## src/hdl/assert_macros.svh

```systemverilog
// Assertion macros shared by the bitmap unpacker RTL.
// Bodies compile away when SYNTHESIS is defined.
`ifndef ASSERT_MACROS_SVH
`define ASSERT_MACROS_SVH
`ifndef SYNTHESIS
`define ASSERT_PROP(label, clk, rst, prop, msg) \
  label: assert property (@(posedge clk) disable iff (rst) prop) else $error(msg);
`define ASSERT_NEVER(label, clk, rst, expr, msg) \
  label: assert property (@(posedge clk) disable iff (rst) !(expr)) else $error(msg);
`else
`define ASSERT_PROP(label, clk, rst, prop, msg)
`define ASSERT_NEVER(label, clk, rst, expr, msg)
`endif
`endif

```

## src/hdl/bpup_pkg.sv

```systemverilog
// Types and codes for the bitmap pixel unpacker.
// No dependencies; used by bpup_seq, bpup_lookup, the top level and the testbench.
package bpup_pkg;

  localparam logic CMD_PALETTE = 1'b0;
  localparam logic CMD_PIXEL   = 1'b1;

  localparam logic [2:0] DEPTH_1  = 3'd0;
  localparam logic [2:0] DEPTH_2  = 3'd1;
  localparam logic [2:0] DEPTH_4  = 3'd2;
  localparam logic [2:0] DEPTH_8  = 3'd3;
  localparam logic [2:0] DEPTH_24 = 3'd4;

  localparam int REG_IDX_W  = 2;
  localparam int CFG_DATA_W = 13;

  localparam logic [REG_IDX_W-1:0] REG_DEPTH  = 2'd0;
  localparam logic [REG_IDX_W-1:0] REG_WIDTH  = 2'd1;
  localparam logic [REG_IDX_W-1:0] REG_HEIGHT = 2'd2;

  localparam logic [12:0] HEIGHT_LIMIT = 13'd4096;

  typedef struct packed {
    logic [2:0]  depth_code;
    logic [12:0] width;
    logic [12:0] height;
  } bpup_cfg_t;

  typedef struct packed {
    logic        en;
    logic [7:0]  index;
    logic [31:0] color;
  } bpup_pal_wr_t;

  // one pixel request toward the palette lookup
  typedef struct packed {
    logic        direct;
    logic [7:0]  index;
    logic [23:0] rgb;
    logic        eor;
    logic        eoi;
  } bpup_pix_t;

endpackage

```

## src/hdl/bpup_in_if.sv

```systemverilog
// Input channel: palette writes and pixel data bytes.
// Valid/ready handshake; no dependencies.
interface bpup_in_if;
  logic        valid;
  logic        ready;
  logic        command;
  logic [7:0]  data_byte;
  logic [7:0]  palette_index;
  logic [31:0] palette_color;

  modport source(output valid, command, data_byte, palette_index, palette_color,
                 input ready);
  modport sink(input valid, command, data_byte, palette_index, palette_color,
               output ready);
endinterface

```

## src/hdl/bpup_seq.sv

```systemverilog
// Row/column bookkeeping and byte unpacker: one pixel request per cycle while iss_ready holds.
// Depends on bpup_pkg, bpup_in_if, assert_macros.svh.
`include "assert_macros.svh"
module bpup_seq #(
  parameter int MAX_WIDTH = 4096
) (
  input  logic                 clk,
  input  logic                 rst,
  input  bpup_pkg::bpup_cfg_t  cfg,
  bpup_in_if.sink              pix_in,
  output bpup_pkg::bpup_pal_wr_t pal_wr,
  output logic                 iss_valid,
  output bpup_pkg::bpup_pix_t  iss,
  input  logic                 iss_ready
);
  import bpup_pkg::*;

  localparam int CW  = $clog2(MAX_WIDTH + 1);
  localparam int EW  = (CW > 13) ? CW : 13;
  localparam int RBW = $clog2(3 * MAX_WIDTH + 4);
  localparam int RCW = RBW + 2;

  logic [CW-1:0]  col, col_next;
  logic [RBW-1:0] rbc, rbc_next;
  logic [11:0]    row, row_next;
  logic [7:0]     hold_b, hold_b_next, hold_g, hold_g_next;
  logic [1:0]     phase, phase_next;

  logic        u_valid;
  logic [3:0]  u_count;
  logic [7:0]  u_byte;
  logic [1:0]  u_code;
  logic        u_eor, u_eoi, u_direct;
  logic [23:0] u_rgb;
  logic [7:0]  u_index;

  logic        u_load, ld_eor, ld_eoi, ld_direct;
  logic [3:0]  ld_count;
  logic [23:0] ld_rgb;

  logic            issue, load_ok, acc, pix_acc;
  logic [CW-1:0]   w_eff, avail;
  logic [12:0]     h_eff;
  logic [RCW-1:0]  wr, rb_wide;
  logic [RBW-1:0]  row_bytes, rbc_inc;
  logic [3:0]      per_byte, n;
  logic            last, row_last, col_lt_w;

  assign issue   = u_valid && iss_ready;
  assign load_ok = !u_valid || (issue && u_count == 4'd1);
  assign acc     = pix_in.valid && load_ok;
  assign pix_acc = acc && pix_in.command == CMD_PIXEL && cfg.depth_code <= DEPTH_24;
  assign pix_in.ready = load_ok;

  assign pal_wr.en    = acc && pix_in.command == CMD_PALETTE;
  assign pal_wr.index = pix_in.palette_index;
  assign pal_wr.color = pix_in.palette_color;

  always_comb begin
    if (cfg.width == '0) begin
      w_eff = CW'(1);
    end else if (EW'(cfg.width) > EW'(MAX_WIDTH)) begin
      w_eff = CW'(MAX_WIDTH);
    end else begin
      w_eff = CW'(cfg.width);
    end
    if (cfg.height == '0) begin
      h_eff = 13'd1;
    end else if (cfg.height > HEIGHT_LIMIT) begin
      h_eff = HEIGHT_LIMIT;
    end else begin
      h_eff = cfg.height;
    end
  end

  // row length in bytes, padded to 32 bits
  assign wr = RCW'(w_eff);
  always_comb begin
    case (cfg.depth_code)
      DEPTH_1: begin
        rb_wide = ((wr + RCW'(31)) >> 5) << 2;
        per_byte = 4'd8;
      end
      DEPTH_2: begin
        rb_wide = ((wr + RCW'(15)) >> 4) << 2;
        per_byte = 4'd4;
      end
      DEPTH_4: begin
        rb_wide = ((wr + RCW'(7)) >> 3) << 2;
        per_byte = 4'd2;
      end
      DEPTH_8: begin
        rb_wide = ((wr + RCW'(3)) >> 2) << 2;
        per_byte = 4'd1;
      end
      default: begin
        rb_wide = ((wr + (wr << 1) + RCW'(3)) >> 2) << 2;
        per_byte = 4'd1;
      end
    endcase
  end
  assign row_bytes = RBW'(rb_wide);

  assign col_lt_w = col < w_eff;
  assign avail    = w_eff - col;
  assign last     = avail <= CW'(per_byte);
  assign n        = last ? avail[3:0] : per_byte;
  assign row_last = ({1'b0, row} + 13'd1) >= h_eff;
  assign rbc_inc  = rbc + RBW'(1);

  always_comb begin
    col_next    = col;
    rbc_next    = rbc;
    row_next    = row;
    hold_b_next = hold_b;
    hold_g_next = hold_g;
    phase_next  = phase;
    u_load      = 1'b0;
    ld_count    = n;
    ld_direct   = 1'b0;
    ld_rgb      = {pix_in.data_byte, hold_g, hold_b};
    ld_eor      = last;
    ld_eoi      = last && row_last;
    if (pix_acc) begin
      if (col_lt_w) begin
        if (cfg.depth_code == DEPTH_24) begin
          case (phase)
            2'd0: begin
              hold_b_next = pix_in.data_byte;
              phase_next  = 2'd1;
            end
            2'd1: begin
              hold_g_next = pix_in.data_byte;
              phase_next  = 2'd2;
            end
            default: begin
              u_load      = 1'b1;
              ld_direct   = 1'b1;
              col_next    = col + CW'(1);
              phase_next  = 2'd0;
              hold_b_next = '0;
              hold_g_next = '0;
            end
          endcase
        end else begin
          u_load   = 1'b1;
          col_next = col + CW'(n);
        end
      end
      rbc_next = rbc_inc;
      if (rbc_inc >= row_bytes) begin
        rbc_next    = '0;
        col_next    = '0;
        phase_next  = 2'd0;
        hold_b_next = '0;
        hold_g_next = '0;
        row_next    = row_last ? '0 : row + 12'd1;
      end
    end
  end

  always_ff @(posedge clk) begin
    if (rst) begin
      col     <= '0;
      rbc     <= '0;
      row     <= '0;
      hold_b  <= '0;
      hold_g  <= '0;
      phase   <= 2'd0;
      u_valid <= 1'b0;
    end else begin
      col    <= col_next;
      rbc    <= rbc_next;
      row    <= row_next;
      hold_b <= hold_b_next;
      hold_g <= hold_g_next;
      phase  <= phase_next;
      if (u_load) begin
        u_valid <= 1'b1;
      end else if (issue && u_count == 4'd1) begin
        u_valid <= 1'b0;
      end
    end
  end

  always_ff @(posedge clk) begin
    if (u_load) begin
      u_count  <= ld_count;
      u_byte   <= pix_in.data_byte;
      u_code   <= cfg.depth_code[1:0];
      u_eor    <= ld_eor;
      u_eoi    <= ld_eoi;
      u_direct <= ld_direct;
      u_rgb    <= ld_rgb;
    end else if (issue) begin
      u_count <= u_count - 4'd1;
      u_byte  <= u_byte << (4'd1 << u_code);
    end
  end

  // indices come out MSB-first
  always_comb begin
    case (u_code)
      2'd0:    u_index = {7'd0, u_byte[7]};
      2'd1:    u_index = {6'd0, u_byte[7:6]};
      2'd2:    u_index = {4'd0, u_byte[7:4]};
      default: u_index = u_byte;
    endcase
  end

  assign iss_valid  = u_valid;
  assign iss.direct = u_direct;
  assign iss.index  = u_index;
  assign iss.rgb    = u_rgb;
  assign iss.eor    = u_eor && u_count == 4'd1;
  assign iss.eoi    = u_eoi && u_count == 4'd1;

  `ASSERT_PROP(a_count_live, clk, rst, u_valid |-> u_count != 4'd0, "empty unpacker slot")
  `ASSERT_PROP(a_direct_single, clk, rst, u_valid && u_direct |-> u_count == 4'd1, "24-bit multi")
  `ASSERT_NEVER(a_phase_range, clk, rst, phase == 2'd3, "bad byte phase")
  `ASSERT_NEVER(a_col_range, clk, rst, col > CW'(MAX_WIDTH), "column overrun")

endmodule

```

## src/flat_wrapper.sv

```systemverilog
// flat-port wrapper written by rule: the top's interface ports become plain ports
module bpup_seq_flat import bpup_pkg::*;
#(
  parameter int MAX_WIDTH = 4096
)
  (clk, rst, cfg, pal_wr, iss_valid, iss, iss_ready, pix_in_valid, pix_in_command, pix_in_data_byte, pix_in_palette_index, pix_in_palette_color, pix_in_ready);
  bpup_in_if pix_in_i ();
  input  logic clk;
  input  logic rst;
  input  bpup_pkg::bpup_cfg_t cfg;
  output bpup_pkg::bpup_pal_wr_t pal_wr;
  output logic iss_valid;
  output bpup_pkg::bpup_pix_t iss;
  input  logic iss_ready;
  input wire logic [$bits(pix_in_i.valid)-1:0] pix_in_valid;
  input wire logic [$bits(pix_in_i.command)-1:0] pix_in_command;
  input wire logic [$bits(pix_in_i.data_byte)-1:0] pix_in_data_byte;
  input wire logic [$bits(pix_in_i.palette_index)-1:0] pix_in_palette_index;
  input wire logic [$bits(pix_in_i.palette_color)-1:0] pix_in_palette_color;
  output wire logic [$bits(pix_in_i.ready)-1:0] pix_in_ready;
  assign pix_in_i.valid = pix_in_valid;
  assign pix_in_i.command = pix_in_command;
  assign pix_in_i.data_byte = pix_in_data_byte;
  assign pix_in_i.palette_index = pix_in_palette_index;
  assign pix_in_i.palette_color = pix_in_palette_color;
  assign pix_in_ready = pix_in_i.ready;
  bpup_seq #(.MAX_WIDTH(MAX_WIDTH)) u_core (.clk(clk), .rst(rst), .cfg(cfg), .pix_in(pix_in_i), .pal_wr(pal_wr), .iss_valid(iss_valid), .iss(iss), .iss_ready(iss_ready));
endmodule
```

## config.mk

```make
export PLATFORM = sky130hd
export DESIGN_NAME = bpup_seq_flat
export DESIGN_NICKNAME = d
export VERILOG_FILES = /design/src/hdl/bpup_pkg.sv /design/src/hdl/bpup_in_if.sv /design/src/hdl/bpup_seq.sv /design/src/flat_wrapper.sv
export VERILOG_INCLUDE_DIRS = /design/src /design/src/hdl
export SDC_FILE = /design/constraint.sdc
export NUM_CORES = 1
export LEC_CHECK = 0
export BUFFER_PORTS_ARGS = -buffer_cell sky130_fd_sc_hd__buf_4
export CORE_MARGIN = 3
export CORE_UTILIZATION = 62
export CTS_BUF_LIST = sky130_fd_sc_hd__clkbuf_8 sky130_fd_sc_hd__clkbuf_16
export CTS_CLUSTER_SIZE = 10
export DETAILED_ROUTE_END_ITERATION = 10
export MAX_ROUTING_LAYER = met4
export PLACE_DENSITY = 0.88
export SLEW_MARGIN = 25
export SYNTH_ARGS = -nofsm -noshare
export SYNTH_HDL_FRONTEND = slang
export SYNTH_SLANG_ARGS = --single-unit
```

## constraint.sdc

```tcl
create_clock -name clk -period 14.8 [get_ports clk]
set_input_delay 2.22 -clock clk [delete_from_list [all_inputs] [get_ports clk]]
set_output_delay 2.22 -clock clk [all_outputs]
set_load 0.01 [all_outputs]
```

# Word-level counts from Yosys, hierarchy flattened
# Index checks and enable logic that the tools add are counted.
op_classes:
  n_addsub: 13
  magnitude_cmp: 7
  eq_ne: 11
  n_shift: 2
  muxes: 36
  n_bitwise: 1
  reduce_logical: 27
op_table:
  columns: ["operator", "count"]
  rows:
  - ["13-bit 2-to-1 mux", 8]
  - ["8-bit 2-to-1 mux", 8]
  - ["14-bit case mux with 4 select lines", 1]
  - ["8-bit case mux with 2 select lines", 2]
  - ["13-bit greater-than comparator, second input constant", 2]
  - ["13-bit logical NOT", 2]
  - ["8-bit case mux with 3 select lines", 1]
  - ["13-bit by 14-bit adder with 14-bit output", 1]
  - ["13-bit by 2-bit adder with 14-bit output, second input constant", 1]
  - ["13-bit by 3-bit adder with 14-bit output, second input constant", 1]
  - ["13-bit by 4-bit adder with 14-bit output, second input constant", 1]
  - ["13-bit by 5-bit adder with 14-bit output, second input constant", 1]
  - ["14-bit by 1-bit adder with 14-bit output, second input constant", 1]
  - ["14-bit by 2-bit adder with 14-bit output, second input constant", 1]
  - ["14-bit greater-or-equal comparator", 1]
  - ["14-bit 2-to-1 mux", 1]
  - ["12-bit by 1-bit adder with 13-bit output, second input constant", 1]
  - ["13-bit by 1-bit adder with 13-bit output, second input constant", 1]
  - ["13-bit by 4-bit adder with 13-bit output", 1]
  - ["13-bit greater-or-equal comparator", 1]
  - ["13-bit by 4-bit less-or-equal comparator with 1-bit output", 1]
  - ["13-bit < comparator", 1]
  - ["13-bit subtractor", 1]
  - ["12-bit by 1-bit adder with 12-bit output, second input constant", 1]
  - ["other kinds (29)", 56]
totals:
  register_bits: 99
  in_bits: 82
  output_inout_bits: 78
  wordCells: 111

# Depth between registers and ports, before layout
logic_depth:
  ltp_word: 10
  ltp_mapped: 25
  depth_no_buf: 24

# Worst setup path after synthesis
# OpenSTA, ideal clock, no wires.
synth_timing:
  path_type: "input to register"
  startpoint: "input cfg[20] (netlist name)"
  endpoint: "register u_core.col[11]"
  setup_ns: 0.070
  t_arrival_ns: 6.932
  required_time_ns: 14.730
  setup_slack_ns: 7.798
  cell_stages: 25
  path_buffers: 1
  path_cell_list: "nor4_1 a41oi_1 or2_2 ha_1 inv_1 fa_1 ha_1 nor2b_1 o21a_1 o21a_1 o21ai_0 and4b_1 and4_1 buf_6 nand2_4 o311ai_1 ha_1 a21o_1 a21oi_1 nor2b_1 o21a_1 nand3_1 nor2_1 a31o_2 a21oi_1"
synth_via:
  elab_chain_cells: 10
  elab_cells_between_ends: 23
  cone_classes: "add/sub: 8; order compare: 4; eq/ne: 1; mux: 7; reduce/logical: 3"
synth_lines:
  columns: ["item", "line_no", "source"]
  rows:
  - ["from (decl)", "flat_wrapper.sv:10", "input bpup_pkg::bpup_cfg_t cfg;"]
  - ["13-bit greater-than comparator", "bpup_seq.sv:62", "end else if (EW'(cfg.width) > EW'(MAX_WIDTH)) begin"]
  - ["13-bit 2-to-1 mux", "bpup_seq.sv:62", null]
  - ["13-bit 2-to-1 mux (*)", "bpup_seq.sv:60", "if (cfg.width == '0) begin"]
  - ["parallel branches: the longest is 7 deep, another holds 13-bit by 14-bit adder with 14-bit output", null, null]
  - ["to (signal assigned)", "bpup_seq.sv:172", "col <= col_next;"]
  - ["to (decl)", "bpup_seq.sv:23", "logic [CW-1:0] col, col_next;"]
# Mark *: on every way between the ends. The select of a mux whose other input is x is not followed.
# A chain may end at the register's enable or synchronous reset.

# Final worst setup path
layout_timing:
  startpoint: "input cfg[25] (netlist name)"
  endpoint: "register u_core.hold_b[6]"
layout_via:
  elab_chain_cells: 9
  elab_cells_between_ends: 18
  cone_classes: "add/sub: 6; order compare: 3; eq/ne: 1; mux: 4; reduce/logical: 4"
layout_lines:
  columns: ["item", "line_no", "source"]
  rows:
  - ["13-bit greater-than comparator", "bpup_seq.sv:62", null]
  - ["13-bit 2-to-1 mux", "bpup_seq.sv:62", null]
  - ["13-bit 2-to-1 mux (*)", "bpup_seq.sv:60", null]
  - ["13-bit by 14-bit adder with 14-bit output", "bpup_seq.sv:97", "rb_wide = ((wr + (wr << 1) + RCW'(3)) >> 2) << 2;"]
  - ["14-bit by 2-bit adder with 14-bit output", "bpup_seq.sv:97", null]
  - ["14-bit case mux with 4 select lines", "bpup_seq.sv:79", "case (cfg.depth_code)"]
  - ["14-bit greater-or-equal comparator", "bpup_seq.sv:151", "if (rbc_inc >= row_bytes) begin"]
  - ["2-bit by 1-bit inequality test with 1-bit output (no source line) / 2-bit nonzero test (equally long branches)", null, null]
  - ["4-bit AND reduction (no source line)", null, null]
  - ["to (signal assigned)", "bpup_seq.sv:175", "hold_b <= hold_b_next;"]
  - ["to (decl)", "bpup_seq.sv:26", "logic [7:0] hold_b, hold_b_next, hold_g, hold_g_next;"]
# Mark *: on every way between the ends. The rest lies on a longest branch, timed or not.

==> summary.md <==
| Metric | Value |
|---|---|
| Final Setup Violations | `0` |
| Synth Instances | `1018` |
| # rows | `42` |
| Largest net degree at the start of global routing | `48` |
| Core Area | `13400 µm²` |
| Leakage | `3.82 nW` |
| Die height | `124 µm` |
| Maxcap violations | `0` |
| Fraction of final layout cells sized beyond drive strength 1 | `0.130` |
| Clock transition at path regs | `0.08 ns` |
| Commonest non-fill, non-tap cell in the layout | `nand2_1` |
| GR Util All Layers | `0.293` |
| Routability Congestion | `0.999` |
| Yosys top cell area share | `0.143` |
| Maximum clock path buffer count | `2` |
| Seq/Total Area, Yosys | `0.279` |
| Yosys warns | `0` |
| Total design power | `666 µW` |
| CP max stage cell | `nor2b_1` |
| CP max stage delay | `0.55 ns` |
| Unrepaired setup endpoints after global routing | `false` |
| Most common cell type on the critical path | `ha_1` |
| Total grt overflow | `0` |
| Number of global-route vias before repair | `7118` |
| Worst-path fanout max | `24` |
| Max Clk Rate | `0.135 GHz` |
| Initial antenna violation count | `0` |
| Wire per inst | `18.4 µm` |
| CP Data Arrival Time | `7.71 ns` |
| Clock sinks | `99` |
| Synth Flop Type | `dfxtp_1` |
| Max-slew violations | `0` |
| Reg2Reg Launch Point | `u_core.col[0]` |
| PostCTS Resize Cnt | `0` |
| P per Cell Area | `72.2 nW/µm²` |
| Family with the most delay on the worst path | `compound AO/OA/AOI/OAI gates` |
| CP Launch Type | `input pin` |
| Top post-synthesis cells by area | `edfxtp_1 (14%), dfxtp_1 (14%), ha_1 (12%)` |
| Post-route setup slack | `7.37 ns` |
| Most frequent cells in the layout | `nand2_1 (93), ha_1 (82), buf_4 (82)` |
| CP required | `15.08 ns` |
| Asr flop ratio synth | `0` |
| Synth Register Bits | `99` |
| Area growth syn-to-layout | `7.37%` |
| Hpwl dp | `16300 µm` |
| Setup CP Type | `in2reg` |
| DRT antenna net count | `0` |
| Post-synth EDFFs | `41` |
| Io pins | `160` |
| Worst-margin pin slew | `0.998 ns` |
| Via-to-Cell Ratio | `6.48` |
| Final nets | `1190` |
| Final Cycle Share | `0.502` |
| First-pass GRT wire length | `35100 µm` |
| Avg Cell Area, Syn | `8.44 µm²` |
| Critical-path cell list | `buf_4 > nor2b_1 > inv_1 > ha_1 > ha_1 > inv_1 > o31ai_1 > a2111oi_0 > nor3_1 > a31oi_1 > xor2_1 > a32o_1 > ha_1 > a21o_1 > a2111oi_4 > a21o_1 > nand3_1 > a21oi_2 > a22o_1` |
| Initial Util | `0.641` |
| Setup TNS | `0 ns` |
| Area leader, netlist | `edfxtp_1` |
| Synthesized Nets | `1184` |
| DR iter-0 viols | `954` |
| Port bufs | `79` |
| Routed via count | `7810` |
| Hold Vio Cnt, Final | `0` |
| CP endpoint kind | `flop` |
| CTS Hold Bufs | `0` |
| Setup bufs post-CTS | `0` |
| Max_slew headroom | `0.333` |
| Total CTS buffers | `9` |
| Critical path startpoint | `cfg[25]` |
| Die W | `124 µm` |
| WL final | `22100 µm` |
| N_diodes | `0` |
| Placed Cells | `1189` |
| Clk_skew | `0.00805 ns` |
| Mapped cell area | `8590 µm²` |
| CTS tree | `built` |
| Status | `complete, no violations` |
| Setup WS pre-CTS | `7.13 ns` |
| Worst path bufs/invs | `3` |
| Depth of the CTS H-tree | `3` |
| Yosys cell types | `81` |
| Root Buffer | `clkbuf_16` |
| Min-delay worst type | `reg2reg` |
| First drt pass iteration count | `6` |
| Drt drc | `0` |
| Die Area | `15300 µm²` |
| Min-delay src | `u_core.hold_g[6]` |
| Post-route minimum period | `7.43 ns` |
| Min Hold Slack | `0.443 ns` |
| Final Non-Filler Cells | `1205` |
| Clock latency on the worst-skew pair | `0.35 ns` |
| Max IR drop VDD | `55.0 µV` |
[routing by layer]
metal / part of all wire / track usage
met1: 0.42 / 0.383
met2: 0.46 / 0.458
met3: 0.088 / 0.0436
met4: 0.036 / 0.121
met5: 0 / -
[metrics by stage]
stage | utilization | instance area, µm²
2_1_floorplan | - | 8590
3_3_place_gp | 0.666 | 8920
3_5_place_dp | 0.666 | 8920
4_1_cts | 0.688 | 9220
5_1_grt | 0.688 | 9220
6_report | 0.688 | 9220
[cells by family after synthesis]
group	Yosys count	share of synthesized area
simple gates	338	0.200
compound gates	255	0.207
buf+inv	142	0.0822
flops	99	0.279
fa+ha+maj	84	0.124
xor+xnor	80	0.0816
mux	20	0.0268
[state kept, by name, indices dropped and copies added (netlist names)]
register / cells
u_core.u_rgb: 24
u_core.rbc: 14
u_core.col: 13
u_core.row: 12
u_core.hold_b: 8
u_core.hold_g: 8
u_core.u_byte: 8
u_core.u_count: 4
u_core.phase: 2
u_core.u_code: 2
u_core.iss_valid: 1
u_core.u_direct: 1
u_core.u_eoi: 1
u_core.u_eor: 1
[final cells by class]
class | count | area (µm²)
Multi-Input combinational cell | 777 | 5490
Tap cell | 176 | 220
Sequential cell | 99 | 2390
Clock buffer | 9 | 225
Inverter | 55 | 206
Clock inverter | 7 | 67.6
Fill cell | 1011 | 4180
Timing Repair Buffer | 82 | 616
[cell usage after synthesis, types with 5 or more instances]
library cell and n:
nor4_1 6, nand2_1 93, o32ai_1 9, a21o_1 13, nor3_1 22, and3_1 27
and2_1 7, a21oi_1 59, xnor2_1 55, ha_1 82, o21a_1 19, a22oi_1 5
o211ai_1 6, nand2b_1 9, nand3b_1 10, dfxtp_1 58, clkbuf_1 35, o21bai_1 5
buf_2 6, mux2i_1 14, a22o_1 18, or2_2 7, nor2b_1 16, or3_1 7
o21ai_0 44, edfxtp_1 41, o31ai_1 10, nand4_1 15, inv_1 55, a32o_1 5
nand3_1 25, xor2_1 25, buf_4 42, a31oi_1 14, nor2_1 75
[path summary, 6_finish.rpt]
path / slack, ns / end / cells past startpoint
setup / recovery: 7.37 / u_core.hold_b[6] / 19
hold / removal: 0.44 / u_core.u_rgb[14] / 0
setup reg to reg: 9.87 / u_core.col[11] / 21
hold reg to reg: 0.44 / u_core.u_rgb[14] / 0
[where the power goes]
group          switching, mW  internal, mW  total (mW)
Combinational         0.0874        0.0585       0.146
Sequential           0.00339         0.288       0.291
Clock                  0.111         0.119       0.229
Total                  0.201         0.465       0.666
Power figures use the tool's default switching activity.
